==> src/hw/rtl/bsk_pkg.sv <==
package bsk_pkg;

    localparam int MAX_LEN = 1024;
    localparam int DEPTH   = MAX_LEN + 1;
    // ones count, bit count and histogram address
    localparam int CNT_W   = $clog2(MAX_LEN + 1);
    // one histogram entry can reach MAX_LEN + 1
    localparam int HIST_W  = $clog2(MAX_LEN + 2);
    localparam int TGT_W   = 11;
    localparam int TOTAL_W = 20;
    localparam int CMP_W   = (CNT_W > TGT_W) ? CNT_W : TGT_W;
    localparam int SUM_W   = ((TOTAL_W > HIST_W) ? TOTAL_W : HIST_W) + 1;

    localparam logic [TOTAL_W-1:0] TOTAL_MAX = {TOTAL_W{1'b1}};

    // request handed from the histogram stage to the accumulator
    typedef struct packed {
        logic              use_mem;    // add the histogram read data
        logic [HIST_W-1:0] add_const;  // otherwise add this
        logic              last;
        logic              ovf;
    } hist_req_t;

endpackage

==> src/hw/rtl/bsk_accum.sv <==
module bsk_accum
    import bsk_pkg::*;
(
    input  logic               clk,
    input  logic               rst_n,
    input  logic               req_valid,
    output logic               req_adv,
    input  hist_req_t          req,
    input  logic [HIST_W-1:0]  rd_data,
    output logic               out_valid,
    input  logic               out_ready,
    output logic [TOTAL_W-1:0] out_total,
    output logic               out_last,
    output logic               out_ovf
);

    logic [TOTAL_W-1:0] total_reg;
    logic               out_valid_reg;
    logic [TOTAL_W-1:0] out_total_reg;
    logic               out_last_reg;
    logic               out_ovf_reg;

    logic               take;
    logic [HIST_W-1:0]  add;
    logic [SUM_W-1:0]   sum;
    logic [TOTAL_W-1:0] sat;

    assign req_adv = !out_valid_reg || out_ready;
    assign take    = req_valid && req_adv;
    assign add     = req.use_mem ? rd_data : req.add_const;
    assign sum     = SUM_W'(total_reg) + SUM_W'(add);
    assign sat     = (sum > SUM_W'(TOTAL_MAX)) ? TOTAL_MAX : sum[TOTAL_W-1:0];

    always_ff @(posedge clk or negedge rst_n)
    begin
        if (!rst_n)
        begin
            total_reg     <= '0;
            out_valid_reg <= 1'b0;
        end
        else if (req_adv)
        begin
            out_valid_reg <= req_valid;
            if (req_valid)
            begin
                total_reg <= req.last ? '0 : sat;
            end
        end
    end

    always_ff @(posedge clk)
    begin
        if (take)
        begin
            out_total_reg <= sat;
            out_last_reg  <= req.last;
            out_ovf_reg   <= req.ovf;
        end
    end

    assign out_valid = out_valid_reg;
    assign out_total = out_total_reg;
    assign out_last  = out_last_reg;
    assign out_ovf   = out_ovf_reg;

    a_total_grows: assert property (@(posedge clk) disable iff (!rst_n)
        take |=> out_total_reg >= $past(total_reg))
        else $error("running total went down");

    a_last_restart: assert property (@(posedge clk) disable iff (!rst_n)
        take && req.last |=> total_reg == '0)
        else $error("running total not cleared after last bit");

    a_ovf_repeats: assert property (@(posedge clk) disable iff (!rst_n)
        take && req.ovf |=> out_total_reg == $past(total_reg))
        else $error("ignored bit changed the total");

endmodule
==> config.mk <==
export PLATFORM = sky130hd
export DESIGN_NAME = bsk_accum
export DESIGN_NICKNAME = d
export VERILOG_FILES = /design/src/hw/rtl/bsk_pkg.sv /design/src/hw/rtl/bsk_accum.sv
export SDC_FILE = /design/constraint.sdc
export NUM_CORES = 1
export LEC_CHECK = 0
export BUFFER_PORTS_ARGS = -buffer_cell sky130_fd_sc_hd__buf_2
export CAP_MARGIN = 20
export CORE_MARGIN = 2
export CORE_UTILIZATION = 40
export CTS_CLUSTER_SIZE = 12
export DETAILED_ROUTE_END_ITERATION = 10
export PLACE_DENSITY = 0.68
export SLEW_MARGIN = 20
export SYNTH_ARGS = -nofsm -noshare
export SYNTH_HDL_FRONTEND = slang
export SYNTH_SLANG_ARGS = --single-unit
==> constraint.sdc <==
create_clock -name clk -period 2.14 [get_ports clk]
set_input_delay 0.321 -clock clk [delete_from_list [all_inputs] [get_ports clk]]
set_output_delay 0.321 -clock clk [all_outputs]
set_load 0.005 [all_outputs]
Yosys cells after proc, flatten, opt, wreduce, memory -nomap -nowiden --
Index checks and enable logic that the tools add are counted.
Word-level totals: flip-flop bits (word level) 43, bits of input ports 29, output and inout port bits 24, word-level logic and storage cells 14
Cells by class: add/sub/neg operators 1, magnitude comparators 1, mux-type cells 3, reductions and logical operators 4
Operator list (count):
- $mux W20 | 2
- $add A20 B11 Y21 | 1
- $gt A21 B20 Y1 const B | 1
- $mux W11 | 1
- $reduce_and A2 Y1 | 1
- $logic_and A1 B1 Y1 | 1
- $logic_not A1 Y1 | 1
- $logic_or A1 B1 Y1 | 1

Depth between registers and ports, before layout --
Gate-level depths: netlist of the first run.
depth after elaboration 5, mapped depth 11, gate-level depth less buffers 10

Worst setup path before layout of the first run --
OpenSTA, ideal clock, no wires.
kind input port to flip-flop, from input req[13] (netlist bit), to register out_total_reg[19], in the netlist out_total[19], data pin, setup time 0.265 ns, arrival time 2.552 ns, data required time 1.875 ns, path slack -0.677 ns, stages on the path 10, buffers on the path 2, cell sequence clkbuf_1 > mux2_2 > ha_1 > buf_6 > o21ai_1 > nor3_1 > a2111oi_4 > nor2_2 > a31oi_1 > a21oi_1
Between the ends: cells in the longest elaborated chain, start to end 4
RTL lines:
- start, declared | RTL line bsk_accum.sv:8 | input hist_req_t req,
- $mux W11 (*) | RTL line bsk_accum.sv:30 | assign add = req.use_mem ? rd_data : req.add_const;
- $add A20 B11 Y21 (*) | RTL line bsk_accum.sv:31 | assign sum = SUM_W'(total_reg) + SUM_W'(add);
- $gt A21 B20 Y1 | RTL line bsk_accum.sv:32 | assign sat = (sum > SUM_W'(TOTAL_MAX)) ? TOTAL_MAX : sum[TOTAL_W-1:0];
- $mux W20 (*) | RTL line bsk_accum.sv:32
- named net sat[19] | RTL line bsk_accum.sv:26 | logic [TOTAL_W-1:0] sat;
- end signal, assigned | RTL line bsk_accum.sv:55 | out_total_reg <= sat;
- end, declared | RTL line bsk_accum.sv:19 | logic [TOTAL_W-1:0] out_total_reg;
Mark *: on every way through the listed nets, which the timed path passes. The rest lies on a longest branch. A chain may end at the register's enable or synchronous reset.

Worst setup path in the final report of the first run --
from input req[13] (netlist bit), to register out_total_reg[11], in the netlist out_total[11], data pin
Same word-level chain as after synthesis.

==> out/results.txt, run 1 <==
Outcome: complete, but fails checks
Failing checks: negative hold slack, negative setup slack
1st-pass router iterations: 4
I/O pin cnt: 53
Tmin final: 2280 ps
DP Cell Count: 412
Slew HR: 40.3%
Syn Area/Cell: 10.4 um^2
Logic pwr share: 54.0%
Initial Utilization: 41.2%
Routed Antenna Nets: 0
Iter 0 DRT Violations: 108
Fin. Hold Viols: 16
Clock-pin slew on the worst setup and hold paths: 90 ps
Fmax: 0.439 GHz
Post-CTS Hold Fix Bufs: 0
Drc violations: 0
Pwr/cell area: 946 nW/um^2
Hold WC Path Type: input port to asynchronous set/reset pin
# rows: 29
Internal cell power: 2310 uW
Max IR drop VDD: 0.523 mV
Post-synth top area cell: edfxtp_1
Setup WS post-layout: -136 ps
Psw: 1360 uW
Most common cell in the synthesized netlist: nand2_1
Hpwl dp: 4.72 mm
# diodes: 0
Skew final: 5.62 ps
Slew Limit Fails: 0
Worst hold margin: -9.87 ps
Seq pwr share: 31.7%
Reg2reg end: out_total[11]
Arrival @ worst endpoint: 2330 ps
Crit-path cells: buf_12, mux2_4, ha_4, a211oi_2, o211ai_2, a2111oi_4, buf_4, nor2_4, buf_6, xnor2_2, nand2_1
Total clock sinks: 43
Clk_lat worst skew: 300 ps
CP Capture Type: flip-flop
R2R cell count: 9
Nets: 396
Critical Path RT: 2200 ps
Die extent in x: 84.8 um
Most common flop cell mapped by yosys: edfxtp_1
Family with the most delay on the worst path: compound AO/OA/AOI/OAI gates
Post-synth ARST share: 48.8%
Clk buf depth: 2
Worst-Margin Slew: 892 ps
Non-filler instance count after layout: 433
FF+latch count, synth: 43
CORE AREA: 6350 um^2
R2r startpoint: total_reg[6]
Tot GR Track Use: 19.9%
Vias in the first global route: 2295
Max Cap Viol: 0
Syn_nets: 292
Post-synthesis cell area: 2610 um^2
Global route overflow: 0
Num CTS Buffers: 5
Register area share after synthesis: 45.4%
Mapped Cells: 251
First-pass GRT wire length: 11.4 mm
Area share of the largest cell type after synthesis: 25.3%
Reg2Reg Setup Slack: -130 ps
Critical path startpoint category: input port
Top post-synthesis cells by count: 25 x nand2_1, 22 x edfxtp_1, 21 x dfrtp_1, 18 x o21ai_0, 15 x a21oi_1
Yosys Warn Count: 0
Vias/cell: 5.51
CP bufs+invs: 3
RSZ-0062 raised after global routing: true
WL per Instance: 16.6 um
Vias: 2387
Clock Power Share: 14.3%
CTS Root Cell: clkbuf_8
Worst setup path category: input port to flip-flop
Setup violators final: 16
Die Y: 84.8 um
CTS tree: yes
Synth top area cells: edfxtp_1 25%, dfrtp_1 20%, ha_1 5.3%
Area grow syn2layout: 48.3%
DIE AREA: 7200 um^2
CP max FO: 5
Net Sw Frac: 37.1%
Power, Total: 3670 uW
RePlAce Congestion: 0.834
Period utilization: 106%
Leakage: 0.00172 uW
Max incr delay on CP: 390 ps
Netlist cell types: 44
Share of cells above drive strength 1: 51.4%
Slowest cell on the critical path: a2111oi_4
Initial antenna violation count: 0
Largest net degree at the start of global routing: 22
H-tree levels: 2
Final core utilization: 61.1%
I/O Buffers: 52
Drt total wl: 7.20 mm
Number of synthesized flops with an enable pin: 22
==> worst max-delay path by stage <==
stage / from / end / slack, ps / depth (start not counted)
floorplan: req[13] / out_total[19] / -400 / 10
global placement: req[13] / out_total[19] / -630 / 10
detailed placement: req[13] / out_total[19] / -700 / 10
CTS: total_reg[6] / out_total[19] / -90 / 7
global route: req[13] / out_total[11] / -210 / 13
finish: req[13] / out_total[11] / -140 / 11
==> layout make-up <==
cell class	instances	area (um^2)
clock buffer	6	72.6
clock inverter	2	12.5
fill	503	2470
inverter	8	30.0
multi-input combinational	185	1700
sequential	43	1190
tap	77	96.3
timing repair buffer	112	779
==> worst register-to-register path, stage by stage, from the launching register on <==
cell and delay (ps):
dfrtp_1 420, ha_4 270, a211oi_2 200, o211ai_2 160, a2111oi_4 390, buf_4 210
nor2_4 60, buf_6 140, xnor2_2 110, nand2_1 70
==> placed cells by master (no fill, tap or decap), types with 4 or more instances in the layout <==
cell type	n
a211oi_2	4
a21o_1	4
a21oi_1	10
a22o_1	12
a31oi_1	6
a41o_1	4
and3_1	5
buf_2	51
buf_4	50
buf_6	9
clkbuf_8	5
dfrtp_1	21
edfxtp_1	22
ha_4	10
inv_1	7
mux2_2	5
mux2_4	5
nand2_1	24
nand4_1	4
nor2_1	10
o21ai_0	15
xnor2_1	5
xor2_1	6
==> what timing repair did <==
action | 4_1_cts | 5_1_grt
cloned | 2 | 0
buffers inserted | 6 | 7
pin swaps | 16 | 24
setup endpoints to repair | 40 | 33
gates resized for setup | 35 | 33
==> per-stage QoR <==
step | hold slack [ps] | cell area [um^2] | TNS, ps | setup WS [ps]
2_1_floorplan | 25.4 | 2790 | -4010 | -398
3_3_place_gp | 344 | 3370 | -18840 | -628
3_5_place_dp | 339 | 3370 | -20660 | -701
4_1_cts | 18.1 | 3650 | -346 | -93.3
5_1_grt | 26.0 | 3880 | -3490 | -205
6_report | -9.87 | 3880 | -854 | -136
==> kinds of logic after synthesis <==
kind of cell | count (synthesis) | share of synthesized area (%)
flops | 43 | 45.4
simple gates | 74 | 14.3
fa+ha+maj | 12 | 6.03
mux | 11 | 4.69
compound gates | 76 | 21.1
buf+inv | 23 | 4.45
xor+xnor | 12 | 4.02
==> power by group through the flow <==
stage	Sequential, uW	Clock [uW]	Combinational, uW
after detailed placement	1170	0	1600
after global placement	1170	0	1580
after floorplan	1170	0	1060
after CTS	1160	534	1760
after global routing	1180	573	2140
final	1160	526	1980
==> metal layers <==
metal,global-route usage (%),vias to the layer above,share of wire (%)
met1,28.5,1159,46
met3,3.11,6,4.3
met2,31.9,68,49
li1,-,1154,-
met5,0,-,0
met4,4.76,0,1.1
No activity file was read; power rests on OpenSTA's default activity.
==> inputs of run 2 (changes only) <==
--- a/config.mk
+++ b/config.mk
@@ -12,6 +12,7 @@
 export CTS_CLUSTER_SIZE = 12
 export DETAILED_ROUTE_END_ITERATION = 10
 export PLACE_DENSITY = 0.68
+export REMOVE_ABC_BUFFERS = 1
 export SLEW_MARGIN = 20
 export SYNTH_ARGS = -nofsm -noshare
 export SYNTH_HDL_FRONTEND = slang
==> out/results.txt, run 2 (same netlist as run 1, synthesis figures left out) <==
Post-DP Area: 3210 um^2
Most frequent cells in the layout: 51 x buf_2, 45 x buf_4, 22 x edfxtp_1
Fmax: 0.446 GHz
Critical path startpoint category: input port
Skew final: 12.0 ps
Fin. Hold Viols: 21
Logic pwr share: 55.9%
Total clock sinks: 43
Leakage: 0.00177 uW
Net Sw Frac: 37.0%
Worst hold margin: -22.4 ps
Global route overflow: 0
Worst-Margin Slew: 904 ps
Arrival @ worst endpoint: 2310 ps
TNS Setup: -924 ps
Clk buf depth: 2
Setup WS post-layout: -104 ps
RSZ-0062 raised after global routing: true
CORE AREA: 6350 um^2
1st-pass router iterations: 5
Slew Limit Fails: 0
Slew HR: 39.5%
R2R cell count: 10
R2r startpoint: total_reg[0]
# diodes: 0
First-pass GRT wire length: 11.6 mm
Num CTS Buffers: 5
Hpwl dp: 4.64 mm
CP max FO: 5
Crit path capture: out_total[13]
Die extent in x: 84.8 um
CTS tree: yes
Seq pwr share: 28.5%
Tmin final: 2240 ps
Max incr delay on CP: 320 ps
H-tree levels: 2
Largest net degree at the start of global routing: 22
Routed Antenna Nets: 0
Period utilization: 105%
# rows: 29
Initial Utilization: 41.2%
CP Capture Type: flip-flop
Internal cell power: 2560 uW
CTS Root Cell: clkbuf_8
Most common cell after layout, fill and taps aside: buf_2
Critical path launch point: req[13]
Setup violators final: 20
Vias/cell: 5.85
Share of cells above drive strength 1: 53.7%
Reg2reg end: total_reg[19]
Nets: 394
DIE AREA: 7200 um^2
Drt total wl: 8.15 mm
Die Y: 84.8 um
Slowest cell on the critical path: ha_4
I/O Buffers: 52
Vias in the first global route: 2464
Failing checks: negative hold slack, negative setup slack
Worst setup path category: input port to flip-flop
Clk_lat worst skew: 300 ps
Pwr/cell area: 1020 nW/um^2
Area grow syn2layout: 52.2%
I/O pin cnt: 53
Max Cap Viol: 0
Crit-path cells: buf_12, mux2_4, ha_4, buf_6, nand4_1, o32ai_4, a2111oi_4, buf_4, nor3_4, xnor2_1, nand2_1
RePlAce Congestion: 0.958
Clock Power Share: 15.6%
Iter 0 DRT Violations: 171
Tot GR Track Use: 20.1%
Drc violations: 0
Max IR drop VDD: 0.503 mV
Initial antenna violation count: 0
Psw: 1500 uW
Final Instance Area: 3980 um^2
WL per Instance: 18.9 um
Hold WC Path Type: input port to asynchronous set/reset pin
Critical Path RT: 2200 ps
Reg2Reg Setup Slack: -100 ps
Outcome: complete, but fails checks
Clock-pin slew on the worst setup and hold paths: 90 ps
Vias: 2521
Post-CTS Hold Fix Bufs: 0
-- run 2: what timing repair did --
action	CTS	global route
pin swaps	22	37
resized for setup	53	61
hold endpoints to repair	0	0
buffers inserted	6	7
setup endpoints to repair	40	33
cloned	1	2
-- run 2: critical path, delay by kind of cell --
family / cells / cell delay (ps)
AO/OA/AOI/OAI: 2 / 360
XOR/XNOR: 1 / 140
adder cells (fa/ha/maj): 1 / 320
buffers and inverters: 3 / 420
multiplexers: 1 / 310
AND/OR/NAND/NOR: 3 / 430
-- run 2: metal layers --
layer  global-route usage, %  up-vias  part of all wire [%]
met4                    8.95        0                   2.5
met1                    26.6     1224                    43
met3                    4.96       19                   7.6
met2                    31.5      136                    47
met5                       0        -                     0
li1                        -     1142                     -
-- run 2: how the worst min path moves through the flow --
stage	from	to	cells after the start	slack [ps]
2_1_floorplan	rst_n	out_valid	0	30
3_3_place_gp	rst_n	total_reg[4]	1	330
3_5_place_dp	rst_n	total_reg[4]	1	330
4_1_cts	rst_n	total_reg[10]	1	7
5_1_grt	rst_n	total_reg[10]	1	10
6_report	rst_n	total_reg[10]	1	-20
-- run 2: per-stage QoR --
step,hold WS [ps],worst slack [ps],total power (uW),std cells,util [%]
after floorplan,25.4,-621,2010,236,-
after global placement,330,-698,2600,408,50.5
after detailed placement,332,-760,2610,408,50.5
after CTS,6.64,-137,3620,423,57.9
after global routing,11.5,-192,4240,431,62.6
final,-22.4,-104,4060,431,62.6
-- run 2: area by class of cell --
type                       instances  area [um^2]
timing repair buffer             110          797
sequential                        43         1190
tap                               77         96.3
multi-input combinational        185         1760
fill                             458         2370
clock inverter                     1         30.0
clock buffer                       7         76.3
inverter                           8         30.0
-- run 2: power by group through the flow --
stage / Combinational, uW / Clock, uW / Sequential [uW]
after CTS: 1830 / 638 / 1150
after global placement: 1450 / 0 / 1140
after floorplan: 857 / 0 / 1150
final: 2270 / 635 / 1160
after global routing: 2390 / 671 / 1170
after detailed placement: 1470 / 0 / 1140
==> inputs of run 3 (changes only) <==
--- a/config.mk
+++ b/config.mk
@@ -12,6 +12,7 @@
 export CTS_CLUSTER_SIZE = 12
 export DETAILED_ROUTE_END_ITERATION = 10
 export PLACE_DENSITY = 0.68
+export RECOVER_POWER = 50
 export REMOVE_ABC_BUFFERS = 1
 export SLEW_MARGIN = 20
 export SYNTH_ARGS = -nofsm -noshare
==> out/results.txt, run 3 (same netlist as run 1, synthesis figures left out) <==
Register area: 1190 um^2
Hpwl dp: 4.64 mm
Vias: 2524
CP Capture Type: flip-flop
Drc violations: 0
Grt met2 use: 31.5%
GRT met1 Usage: 26.6%
Drt total wl: 8.18 mm
# diodes: 0
Tot GR Track Use: 20.1%
Global route overflow: 0
Clk buf depth: 2
Die Y: 84.8 um
Gr busiest metal: met2
Clk_lat worst skew: 300 ps
Max incr delay on CP: 320 ps
Skew final: 10.8 ps
Largest net degree at the start of global routing: 22
Critical Path RT: 2200 ps
RePlAce Congestion: 0.958
Max IR drop VDD: 0.502 mV
Fin. Hold Viols: 0
Clock-pin slew on the worst setup and hold paths: 80 ps
DIE AREA: 7200 um^2
H-tree levels: 2
Setup violators final: 24
Final core utilization: 62.5%
I/O Buffers: 52
Most frequent cells in the layout: 45 x buf_4, 44 x buf_2, 22 x edfxtp_1
Period utilization: 105%
1st-pass router iterations: 4
CP bufs+invs: 3
Hold WC Path Type: input port to flip-flop
Leakage: 0.00175 uW
Post-DP Area: 3210 um^2
Initial Utilization: 41.2%
RSZ-0062 raised after global routing: true
Slowest cell on the critical path: ha_4
Iter 0 DRT Violations: 183
Final Instance Area: 3970 um^2
Routed Antenna Nets: 0
Family with the most delay on the worst path: simple AND/OR/NAND/NOR gates
I/O pin cnt: 53
Worst setup path category: input port to flip-flop
Multi-input gate area: 1760 um^2
Outcome: complete, but fails checks
Crit-path cells: buf_12, mux2_4, ha_4, buf_6, nand4_1, o32ai_4, a2111oi_4, buf_4, nor3_4, xnor2_1, nand2_1
Total clock sinks: 43
CP max FO: 5
Share of cells above drive strength 1: 51.7%
First-pass GRT wire length: 11.6 mm
Most common cell after layout, fill and taps aside: buf_4
Area grow syn2layout: 51.8%
Fmax: 0.444 GHz
FILL cells: 458
Worst hold margin: 190 ps
CTS tree: yes
Vias in the first global route: 2464
CTS Root Cell: clkbuf_8
WL per Instance: 19.0 um
CORE AREA: 6350 um^2
Max Cap Viol: 0
Slew HR: 16.5%
Nets: 394
Pwr/cell area: 1020 nW/um^2
Worst-Margin Slew: 1250 ps
Arrival @ worst endpoint: 2320 ps
Slew Limit Fails: 0
Critical path startpoint category: input port
Tmin final: 2250 ps
Vias/cell: 5.86
Met3 GRT Util: 4.96%
# rows: 29
Initial antenna violation count: 0
Num CTS Buffers: 5
Failing checks: negative setup slack
Die extent in x: 84.8 um
Setup WS post-layout: -112 ps
==> run 3: power by group <==
group | switching (uW) | leakage [uW] | total (uW) | internal (uW)
clock network | 283 | 0.0000524 | 632 | 350
registers | 93.0 | 0.000493 | 1160 | 1060
logic | 1130 | 0.00120 | 2270 | 1140
total | 1500 | 0.00175 | 4060 | 2550
==> run 3: worst paths after layout <==
| check | from | endpoint | slack (ps) | cells after the start |
|---|---|---|---|---|
| worst max-delay path | req[13] | out_total[13] | -110 | 11 |
| min in group asynchronous | rst_n | total_reg[10] | 260 | 1 |
| worst min-delay path | req[0] | out_ovf | 190 | 1 |
| worst min register to register | total_reg[10] | total_reg[10] | 530 | 1 |
| max in group asynchronous | rst_n | total_reg[8] | 1130 | 1 |
| worst max register to register | total_reg[0] | out_total[19] | -110 | 10 |
==> run 3: cell type report <==
cell class	count	area share (%)
clock buffers	7	1.92
flip-flops and latches	43	29.9
multi-input cells	185	44.4
clock inverters	1	0.757
inverters	8	0.757
well taps	77	2.43
repair buffers	110	19.9
==> run 3: layer usage <==
| layer | wire length (um) | share of wire (%) |
|---|---|---|
| met1 | 3530 | 43 |
| met2 | 3820 | 47 |
| met3 | 611 | 7.5 |
| met4 | 216 | 2.6 |
| met5 | 0 | 0 |
==> run 3: through the flow <==
stage	total power (uW)	setup TNS (ps)	cells	worst slack [ps]
2_1_floorplan	2010	-15920	236	-621
3_3_place_gp	2600	-23530	408	-698
3_5_place_dp	2610	-25550	408	-760
4_1_cts	3620	-671	423	-137
5_1_grt	4230	-3040	431	-192
6_report	4060	-1080	431	-112
==> run 3: repair_timing <==
action	in CTS	in global routing
buffers inserted	6	7
gates cloned	1	2
hold buffers	0	0
gates resized for setup	53	61
pin swaps	22	37
setup endpoints to repair	40	33
